==> src/design/wdw_pkg.sv <==
// Shared constants, codes and types of the weighted draw block.
`default_nettype none

package wdw_pkg;

    localparam int MAX_ENTRIES_DEF = 64;
    localparam int WEIGHT_BITS_DEF = 16;

    localparam int RND_W     = 32;
    localparam int ID_W      = 32;
    localparam int ROT_W     = 32;
    localparam int CAT_W     = 3;
    localparam int CMD_W     = 2;
    localparam int STAT_W    = 3;
    localparam int IN_WT_W   = 16;
    localparam int OUT_IDX_W = 6;
    localparam int PICK_W    = 7;
    localparam int DATA_W    = 32;
    localparam int ADDR_W    = 3;

    localparam logic [PICK_W-1:0] MAX_PICKS_RST = 7'd8;

    localparam logic REG_MAX_PICKS = 1'b0;

    localparam logic [CMD_W-1:0] CMD_LOAD  = 2'd0;
    localparam logic [CMD_W-1:0] CMD_CLEAR = 2'd1;
    localparam logic [CMD_W-1:0] CMD_START = 2'd2;
    localparam logic [CMD_W-1:0] CMD_DRAW  = 2'd3;

    localparam logic [STAT_W-1:0] ST_PICKED = 3'd0;
    localparam logic [STAT_W-1:0] ST_ACK    = 3'd1;
    localparam logic [STAT_W-1:0] ST_EMPTY  = 3'd2;
    localparam logic [STAT_W-1:0] ST_LIMIT  = 3'd3;
    localparam logic [STAT_W-1:0] ST_FULL   = 3'd4;

    typedef enum logic [2:0] {
        S_IDLE,
        S_MOD,
        S_SWEEP,
        S_WALK,
        S_DONE
    } state_t;

endpackage

`default_nettype wire

==> src/design/weighted_draw_without_replacement.sv <==
// Top level: weighted draw without replacement over a loaded entry table.
//
//  Channel   Direction  Handshake              Contents
//  input     in         in_valid / in_stall    command and entry, rotation, random fields
//  output    out        out_valid / out_stall  status, picked entry, rotation tag, last
//  config    in         APB write/read         max_picks at address 0
//
// Load, clear and refused draws pass from acceptance through the result registers and S_DONE to the output register.
// Start rotation sweeps the table, one table read per cycle, to set the availability flags and remaining sum.
// A draw runs the serial modulo unit, then walks the table until the running sum of available weights reaches the roll.
// Reset clears the control registers, counters and remaining sum; the table itself is not cleared and needs no sweep.
// A result held by out_stall keeps the next result waiting in S_DONE, so the input stalls until the held one is taken.
`default_nettype none

module weighted_draw_without_replacement #(
    parameter int MAX_ENTRIES = wdw_pkg::MAX_ENTRIES_DEF,
    parameter int WEIGHT_BITS = wdw_pkg::WEIGHT_BITS_DEF
) (
    input  logic                           clk,
    input  logic                           rst_n,
    input  logic                           in_valid,
    output logic                           in_stall,
    input  logic [wdw_pkg::CMD_W-1:0]      command,
    input  logic [wdw_pkg::ID_W-1:0]       item_id,
    input  logic [wdw_pkg::IN_WT_W-1:0]    weight,
    input  logic [wdw_pkg::CAT_W-1:0]      category,
    input  logic                           enabled,
    input  logic [wdw_pkg::ROT_W-1:0]      rotation_id,
    input  logic [wdw_pkg::RND_W-1:0]      random_value,
    output logic                           out_valid,
    input  logic                           out_stall,
    output logic [wdw_pkg::STAT_W-1:0]     status,
    output logic [wdw_pkg::ID_W-1:0]       picked_item,
    output logic [wdw_pkg::CAT_W-1:0]      picked_category,
    output logic [wdw_pkg::OUT_IDX_W-1:0]  picked_index,
    output logic [wdw_pkg::ROT_W-1:0]      rotation_tag,
    output logic                           last,
    input  logic                           psel,
    input  logic                           penable,
    input  logic                           pwrite,
    input  logic [wdw_pkg::ADDR_W-1:0]     paddr,
    input  logic [wdw_pkg::DATA_W-1:0]     pwdata,
    output logic [wdw_pkg::DATA_W-1:0]     prdata,
    output logic                           pready
);
    import wdw_pkg::*;

    localparam int IDX_W = $clog2(MAX_ENTRIES);
    localparam int CNT_W = $clog2(MAX_ENTRIES + 1);
    localparam int WB    = WEIGHT_BITS;
    localparam int RW    = WB + IDX_W;
    localparam int ENT_W = ID_W + WB + CAT_W + 1;

    logic [ENT_W-1:0] entry_mem [MAX_ENTRIES];
    logic             avail_mem [MAX_ENTRIES];

    state_t state_reg, state_next;

    logic [CNT_W-1:0]  count_reg, count_next;
    logic [RW-1:0]     rem_reg, rem_next;
    logic [PICK_W-1:0] picks_reg, picks_next;
    logic [ROT_W-1:0]  rot_reg, rot_next;
    logic [PICK_W-1:0] max_picks_reg, max_picks_next;
    logic [CNT_W-1:0]  addr_reg, addr_next;
    logic              pend_reg;
    logic              out_valid_reg, out_valid_next;

    logic [RW-1:0]     cum_reg, cum_next;
    logic [RW-1:0]     roll_reg, roll_next;
    logic [STAT_W-1:0] res_status_reg, res_status_next;
    logic [ID_W-1:0]   res_item_reg, res_item_next;
    logic [CAT_W-1:0]  res_cat_reg, res_cat_next;
    logic [OUT_IDX_W-1:0] res_idx_reg, res_idx_next;

    logic [ENT_W-1:0]  rd_ent_reg;
    logic              rd_av_reg;
    logic [IDX_W-1:0]  rd_idx_reg;

    logic [STAT_W-1:0]    out_status_reg;
    logic [ID_W-1:0]      out_item_reg;
    logic [CAT_W-1:0]     out_cat_reg;
    logic [OUT_IDX_W-1:0] out_idx_reg;
    logic [ROT_W-1:0]     out_rot_reg;
    logic                 out_last_reg;

    logic                 accept;
    logic                 full;
    logic                 limit;
    logic                 rem_zero;
    logic                 issue;
    logic                 walk_end;
    logic                 hit;
    logic                 out_free;
    logic                 out_load;
    logic                 cfg_write;
    logic                 ent_we;
    logic                 av_we;
    logic [IDX_W-1:0]     av_waddr;
    logic                 av_wdata;
    logic                 mod_start;
    logic                 mod_done;
    logic [RW-1:0]        mod_rem;
    logic [ENT_W-1:0]     new_entry;
    logic [WB+IN_WT_W-1:0] wt_ext;
    logic [ID_W-1:0]      ent_id;
    logic [WB-1:0]        ent_wt;
    logic [CAT_W-1:0]     ent_cat;
    logic                 ent_en;
    logic [RW:0]          cum_sum;
    logic [IDX_W+OUT_IDX_W-1:0] idx_ext;

    assign accept   = in_valid && !in_stall;
    assign in_stall = (state_reg != S_IDLE);
    assign full     = (count_reg == CNT_W'(MAX_ENTRIES));
    assign limit    = (picks_reg >= max_picks_reg);
    assign rem_zero = (rem_reg == '0);
    assign out_free = !out_valid_reg || !out_stall;
    assign out_load = (state_reg == S_DONE) && out_free;

    assign wt_ext    = {{WB{1'b0}}, weight};
    assign new_entry = {item_id, wt_ext[WB-1:0], category, enabled};

    assign ent_id  = rd_ent_reg[ENT_W-1 -: ID_W];
    assign ent_wt  = rd_ent_reg[WB+CAT_W:CAT_W+1];
    assign ent_cat = rd_ent_reg[CAT_W:1];
    assign ent_en  = rd_ent_reg[0];

    assign cum_sum  = {1'b0, cum_reg} + {{(IDX_W+1){1'b0}}, ent_wt};
    assign hit      = (state_reg == S_WALK) && pend_reg && rd_av_reg
                      && (cum_sum >= {1'b0, roll_reg});
    assign walk_end = (addr_reg >= count_reg) && !pend_reg;
    assign issue    = ((state_reg == S_SWEEP) || ((state_reg == S_WALK) && !hit))
                      && (addr_reg < count_reg);
    assign idx_ext  = {{OUT_IDX_W{1'b0}}, rd_idx_reg};

    assign cfg_write = psel && penable && pwrite && (paddr[2] == REG_MAX_PICKS);
    assign pready    = 1'b1;
    assign prdata    = (paddr[2] == REG_MAX_PICKS)
                       ? {{(DATA_W-PICK_W){1'b0}}, max_picks_reg} : '0;
    assign max_picks_next = cfg_write ? pwdata[PICK_W-1:0] : max_picks_reg;

    wdw_mod_unit #(
        .DIV_W(RW)
    ) u_mod (
        .clk      (clk),
        .rst_n    (rst_n),
        .start    (mod_start),
        .dividend (random_value),
        .divisor  (rem_reg),
        .done     (mod_done),
        .remainder(mod_rem)
    );

    always_comb
    begin
        state_next = state_reg;
        case (state_reg)
            S_IDLE:
            begin
                if (accept)
                begin
                    case (command)
                        CMD_START: state_next = S_SWEEP;
                        CMD_DRAW:  state_next = (limit || rem_zero) ? S_DONE : S_MOD;
                        default:   state_next = S_DONE;
                    endcase
                end
            end
            S_MOD:
            begin
                if (mod_done)
                begin
                    state_next = S_WALK;
                end
            end
            S_SWEEP:
            begin
                if (walk_end)
                begin
                    state_next = S_DONE;
                end
            end
            S_WALK:
            begin
                if (hit || walk_end)
                begin
                    state_next = S_DONE;
                end
            end
            S_DONE:
            begin
                if (out_free)
                begin
                    state_next = S_IDLE;
                end
            end
            default: state_next = S_IDLE;
        endcase
    end

    always_comb
    begin
        count_next      = count_reg;
        rem_next        = rem_reg;
        picks_next      = picks_reg;
        rot_next        = rot_reg;
        addr_next       = addr_reg;
        cum_next        = cum_reg;
        roll_next       = roll_reg;
        res_status_next = res_status_reg;
        res_item_next   = res_item_reg;
        res_cat_next    = res_cat_reg;
        res_idx_next    = res_idx_reg;
        ent_we          = 1'b0;
        av_we           = 1'b0;
        av_waddr        = rd_idx_reg;
        av_wdata        = 1'b0;
        mod_start       = 1'b0;
        if (issue)
        begin
            addr_next = addr_reg + CNT_W'(1);
        end
        case (state_reg)
            S_IDLE:
            begin
                if (accept)
                begin
                    res_status_next = ST_ACK;
                    res_item_next   = '0;
                    res_cat_next    = '0;
                    res_idx_next    = '0;
                    case (command)
                        CMD_LOAD:
                        begin
                            if (full)
                            begin
                                res_status_next = ST_FULL;
                            end
                            else
                            begin
                                ent_we     = 1'b1;
                                av_we      = 1'b1;
                                av_waddr   = count_reg[IDX_W-1:0];
                                count_next = count_reg + CNT_W'(1);
                            end
                        end
                        CMD_CLEAR:
                        begin
                            count_next = '0;
                            rem_next   = '0;
                        end
                        CMD_START:
                        begin
                            rot_next   = rotation_id;
                            picks_next = '0;
                            rem_next   = '0;
                            addr_next  = '0;
                        end
                        default:
                        begin
                            if (limit)
                            begin
                                res_status_next = ST_LIMIT;
                            end
                            else if (rem_zero)
                            begin
                                res_status_next = ST_EMPTY;
                            end
                            else
                            begin
                                mod_start = 1'b1;
                            end
                        end
                    endcase
                end
            end
            S_MOD:
            begin
                if (mod_done)
                begin
                    roll_next = mod_rem + RW'(1);
                    cum_next  = '0;
                    addr_next = '0;
                end
            end
            S_SWEEP:
            begin
                if (pend_reg)
                begin
                    av_we    = 1'b1;
                    av_wdata = ent_en;
                    if (ent_en)
                    begin
                        rem_next = rem_reg + {{IDX_W{1'b0}}, ent_wt};
                    end
                end
            end
            S_WALK:
            begin
                if (hit)
                begin
                    av_we           = 1'b1;
                    rem_next        = rem_reg - {{IDX_W{1'b0}}, ent_wt};
                    picks_next      = picks_reg + PICK_W'(1);
                    res_status_next = ST_PICKED;
                    res_item_next   = ent_id;
                    res_cat_next    = ent_cat;
                    res_idx_next    = idx_ext[OUT_IDX_W-1:0];
                end
                else
                begin
                    if (pend_reg && rd_av_reg)
                    begin
                        cum_next = cum_sum[RW-1:0];
                    end
                    if (walk_end)
                    begin
                        res_status_next = ST_EMPTY;
                    end
                end
            end
            default:
            begin
            end
        endcase
    end

    always_comb
    begin
        out_valid_next = out_valid_reg;
        if (out_load)
        begin
            out_valid_next = 1'b1;
        end
        else if (!out_stall)
        begin
            out_valid_next = 1'b0;
        end
    end

    always_ff @(posedge clk or negedge rst_n)
    begin
        if (!rst_n)
        begin
            state_reg     <= S_IDLE;
            count_reg     <= '0;
            rem_reg       <= '0;
            picks_reg     <= '0;
            rot_reg       <= '0;
            max_picks_reg <= MAX_PICKS_RST;
            addr_reg      <= '0;
            pend_reg      <= 1'b0;
            out_valid_reg <= 1'b0;
        end
        else
        begin
            state_reg     <= state_next;
            count_reg     <= count_next;
            rem_reg       <= rem_next;
            picks_reg     <= picks_next;
            rot_reg       <= rot_next;
            max_picks_reg <= max_picks_next;
            addr_reg      <= addr_next;
            pend_reg      <= issue;
            out_valid_reg <= out_valid_next;
        end
    end

    always_ff @(posedge clk)
    begin
        cum_reg        <= cum_next;
        roll_reg       <= roll_next;
        res_status_reg <= res_status_next;
        res_item_reg   <= res_item_next;
        res_cat_reg    <= res_cat_next;
        res_idx_reg    <= res_idx_next;
        if (out_load)
        begin
            out_status_reg <= res_status_reg;
            out_item_reg   <= res_item_reg;
            out_cat_reg    <= res_cat_reg;
            out_idx_reg    <= res_idx_reg;
            out_rot_reg    <= rot_reg;
            out_last_reg   <= limit || rem_zero;
        end
    end

    always_ff @(posedge clk)
    begin
        if (issue)
        begin
            rd_ent_reg <= entry_mem[addr_reg[IDX_W-1:0]];
            rd_av_reg  <= avail_mem[addr_reg[IDX_W-1:0]];
            rd_idx_reg <= addr_reg[IDX_W-1:0];
        end
        if (ent_we)
        begin
            entry_mem[count_reg[IDX_W-1:0]] <= new_entry;
        end
        if (av_we)
        begin
            avail_mem[av_waddr] <= av_wdata;
        end
    end

    assign out_valid       = out_valid_reg;
    assign status          = out_status_reg;
    assign picked_item     = out_item_reg;
    assign picked_category = out_cat_reg;
    assign picked_index    = out_idx_reg;
    assign rotation_tag    = out_rot_reg;
    assign last            = out_last_reg;

endmodule

`default_nettype wire

==> src/design/wdw_mod_unit.sv <==
// Bit-serial restoring modulo unit: one dividend bit per cycle.
`default_nettype none

module wdw_mod_unit #(
    parameter int DIV_W = 22
) (
    input  logic                      clk,
    input  logic                      rst_n,
    input  logic                      start,
    input  logic [wdw_pkg::RND_W-1:0] dividend,
    input  logic [DIV_W-1:0]          divisor,
    output logic                      done,
    output logic [DIV_W-1:0]          remainder
);
    import wdw_pkg::*;

    localparam int CNT_W = $clog2(RND_W);

    logic             busy_reg;
    logic [CNT_W-1:0] cnt_reg;
    logic [RND_W-1:0] dvd_reg;
    logic [DIV_W-1:0] rem_reg;
    logic [DIV_W:0]   trial;
    logic [DIV_W:0]   diff;
    logic [DIV_W-1:0] rem_step;

    assign trial    = {rem_reg, dvd_reg[RND_W-1]};
    assign diff     = trial - {1'b0, divisor};
    assign rem_step = (trial >= {1'b0, divisor}) ? diff[DIV_W-1:0] : trial[DIV_W-1:0];

    assign done      = busy_reg && (cnt_reg == CNT_W'(RND_W - 1));
    assign remainder = rem_step;

    always_ff @(posedge clk or negedge rst_n)
    begin
        if (!rst_n)
        begin
            busy_reg <= 1'b0;
            cnt_reg  <= '0;
        end
        else if (start)
        begin
            busy_reg <= 1'b1;
            cnt_reg  <= '0;
        end
        else if (busy_reg)
        begin
            cnt_reg <= cnt_reg + CNT_W'(1);
            if (done)
            begin
                busy_reg <= 1'b0;
            end
        end
    end

    always_ff @(posedge clk)
    begin
        if (start)
        begin
            dvd_reg <= dividend;
            rem_reg <= '0;
        end
        else if (busy_reg)
        begin
            dvd_reg <= {dvd_reg[RND_W-2:0], 1'b0};
            rem_reg <= rem_step;
        end
    end

endmodule

`default_nettype wire

==> config.mk <==
export PLATFORM = sky130hd
export DESIGN_NAME = weighted_draw_without_replacement
export DESIGN_NICKNAME = d
export VERILOG_FILES = /design/src/design/wdw_pkg.sv /design/src/design/weighted_draw_without_replacement.sv /design/src/design/wdw_mod_unit.sv
export SDC_FILE = /design/constraint.sdc
export NUM_CORES = 2
export LEC_CHECK = 0
export BUFFER_PORTS_ARGS = -buffer_cell sky130_fd_sc_hd__buf_2
export CORE_MARGIN = 2
export CORE_UTILIZATION = 45
export CTS_BUF_LIST = sky130_fd_sc_hd__clkbuf_8
export DETAILED_ROUTE_END_ITERATION = 6
export SLEW_MARGIN = 20
export SYNTH_ARGS = -nofsm -noshare
export SYNTH_HDL_FRONTEND = slang
export SYNTH_SLANG_ARGS = --single-unit
==> constraint.sdc <==
create_clock -name clk -period 14.7 [get_ports clk]
set_input_delay 1.47 -clock clk [delete_from_list [all_inputs] [get_ports clk]]
set_output_delay 1.47 -clock clk [all_outputs]
set_load 0.01 [all_outputs]
==> impl_metrics.csv <==
group,metric,value,unit
route,via_count,72170,
timing,max_freq,132.2,MHz
cts,clk_pin_slew,0.06,ns
timing,slew-limit-headroom,19.03,%
setup_path,crit_type,"reg -> reg",
cts,post_cts_resized,0,
floorplanning,io_pins,272,
logic_synthesis,yosys_warnings,0,
route,first_pass_iters,6,
floorplanning,die_y,576.1,um
placed_design,io_buffers,218,
setup_path,slowest_stage,"buf_4",
outcome,status,"finished clean",
timing,finalSetupViolCount,0,
setup_path,worstPathRequired,15.45,ns
power,leakagePower,52.21,nW
logic_synthesis,syn-cell-area,147300,um^2
layout,multiInputGateArea,33900,um^2
setup_path,end_kind,"register",
route,routed_wl,385000,um
layout,fill_cells,25710,
cts,clk_path_buf_depth,4,
min_path,hold_class,"in -> async",
timing,finalHoldViolations,0,
logic_synthesis,synth_cell_types,85,
layout,area_growth,12.46,%
power,vdd_drop_max,0.1383,mV
cts,cts_setup_buffers,0,
layout,drive_gt1_share,30.79,%
cts,cts_buffers,616,
cts,cts_sinks,3763,
floorplanning,num_rows,210,
layout,largest_reg_flops,3328,
setup_path,cp-endpoint,"rd_ent_reg[20]",
global_routing,antenna_found_initial,40,
setup_path,cp_data_arrival_time,8.31,ns
logic_synthesis,synth-edff-count,3648,
setup_path,r2r_start,"rd_ent_reg[5]",
cts,root_buffer,"clkbuf_8",
layout,fin_cells,12090,
route,post_drt_wl_per_cell,31.84,um
setup_path,crit_fanout,34,
logic_synthesis,ys_ff_latch,3763,
setup_path,ff2ff_setup_slack,7.14,ns
global_routing,grt_usage,23.08,%
route,drt_iter0_drc,8802,
global_routing,grt_overflow_total,0,
timing,drv_slew,0,
global_routing,grt_pass1_vias,73080,
global_routing,grt_max_degree,136,
layout,layout_commonest_cell,"edfxtp_1",
route,drc,0,
power,power_density,163.4,nW/um^2
global_routing,grt_pass1_wl,542500,um
setup_path,reg2reg_depth,21,
cts,cts_tree,"yes",
floorplanning,fp.dieW,576.1,um
cts,ctsHoldBuffers,0,
logic_synthesis,avgSynthCellArea,22.46,um^2
layout,num-nets-final,7532,
logic_synthesis,async_flop_share,2.471,%
logic_synthesis,synthFlopType,"edfxtp_1",
flow_run,maxCapViolations,0,
timing,period_needed,7.562,ns
floorplanning,initial_utilization,45.10,%
floorplanning,die-area,331900,um^2
layout,final_cell_mix,"3,648 x edfxtp_1, 1,113 x mux4_2, 623 x clkbuf_8",
cts,clk_latency,1.21,ns
logic_synthesis,syn_inst,6559,
route,postRouteAntennaNets,0,
setup_path,cp_cell_sequence,"ha_1, a21o_1, a21oi_1, o21bai_1, a31o_2, a2111oi_0, o31ai_1, o31ai_1, a21boi_0, o31a_1, ha_1, a21o_1, a21o_1, a21oi_1, o211ai_1, o21ai_0, a31oi_1, o21bai_4, nand2_4, inv_4, buf_4",
layout,register_area,112300,um^2
timing,min_period_over_period,51.44,%
placed_design,dpl.hpwl,201600,um
timing,tns,0,ns
floorplanning,core,326600,um^2
setup_path,crit_path_max_incr_delay,0.73,ns
timing,fin_skew,0.1087,ns
cts,htreeDepth,6,
setup_path,worstSetupStartpoint,"rd_ent_reg[5]",
logic_synthesis,synth.yosys.seq_area_share,76.25,%
route,via_per_inst,5.969,
timing,tightest_slew,1.212,ns
setup_path,critPathLaunchType,"register",
setup_path,rr_endpoint,"rd_ent_reg[20]",
setup_path,cp_common_cell,"a21o_1",
placed_design,dp_cells,10990,
placed_design,gp_congestion,0.7879,
timing,rsz0062_at_grt,"false",
-- worst min path at each step --
stage                     start            endpoint  slack (ns)  cells after the start
6_report                  rst_n         rot_reg[27]        0.28                      1
4_1_cts                   rst_n         rot_reg[27]        0.18                      1
5_1_grt                   rst_n         rot_reg[27]        0.26                      1
3_5_place_dp     res_idx_reg[0]     picked_index[0]        0.40                      0
3_3_place_gp   res_item_reg[22]     picked_item[22]        0.40                      0
2_1_floorplan    res_cat_reg[0]  picked_category[0]        0.40                      0
-- where the power goes --
part,switching (W),internal [W]
clock,0.00420,0.00410
sequential,0.000242,0.0123
combinational,0.00325,0.00301
-- metrics by stage --
stage / hold slack [ns] / worst slack [ns] / utilization (%) / power [W] / cell area [um^2]
final: 0.2794 / 7.138 / 50.72 / 0.02706 / 165700
after global routing: 0.2594 / 6.604 / 50.72 / 0.02819 / 165700
after CTS: 0.1830 / 7.158 / 50.69 / 0.02732 / 165500
after detailed placement: 0.4045 / 7.209 / 47.30 / 0.01902 / 154500
after global placement: 0.4038 / 7.213 / 47.30 / 0.01898 / 154500
after floorplan: 0.4003 / 8.108 / - / 0.01718 / 147400
-- worst max-delay path, delay by kind of cell, from the launching register on --
kind | cells | cell delay, ns
AOI/OAI and AO/OA | 16 | 4.72
buffers and inverters | 2 | 1.09
and+or+nand+nor | 1 | 0.20
DFF | 1 | 0.48
adders and majority gates | 2 | 0.51
-- layout make-up --
cell class	instances	share of cell area, %
flip-flops and latches	3763	67.81
repair buffers	390	1.542
inverters	97	0.2213
multi-input cells	2394	20.46
well taps	4346	3.282
clock inverters	472	1.495
clock buffers	623	5.176
diodes	6	0.009063
-- logic make-up after synthesis --
group | Yosys count | share of synthesized area [%]
multiplexers | 1178 | 17.49
AND/OR/NAND/NOR | 675 | 2.161
flip-flops | 3763 | 76.25
AO/OA/AOI/OAI | 314 | 1.436
XOR/XNOR | 91 | 0.5411
adder cells (fa/ha/maj) | 110 | 0.9496
other | 2 | 0.005098
buffers and inverters | 426 | 1.169
-- cell usage after synthesis, types with 39 or more instances --
cell type  instances  share of area, %
nand3_1           49              0.17
dfrtp_1           92               1.6
ha_1             107              0.91
xnor2_1           56              0.33
and3_1            54              0.23
buf_1             77              0.20
a21o_1            39              0.20
nor2_1           224              0.57
edfxtp_1        3648                74
o21ai_0           53              0.18
inv_1             96              0.24
a21oi_1           63              0.21
mux4_2          1113                17
nand2_1          184              0.47
clkbuf_1         213              0.54
-- metal layers --
layer / global-route usage [%] / vias up / wire length, um
li1: - / 29170 / -
met1: 32.06 / 38970 / 153400
met2: 37.25 / 3393 / 187400
met3: 4.866 / 613 / 34880
met4: 6.380 / 18 / 9129
met5: 0 / - / 111
Power figures use the tool's default switching activity.
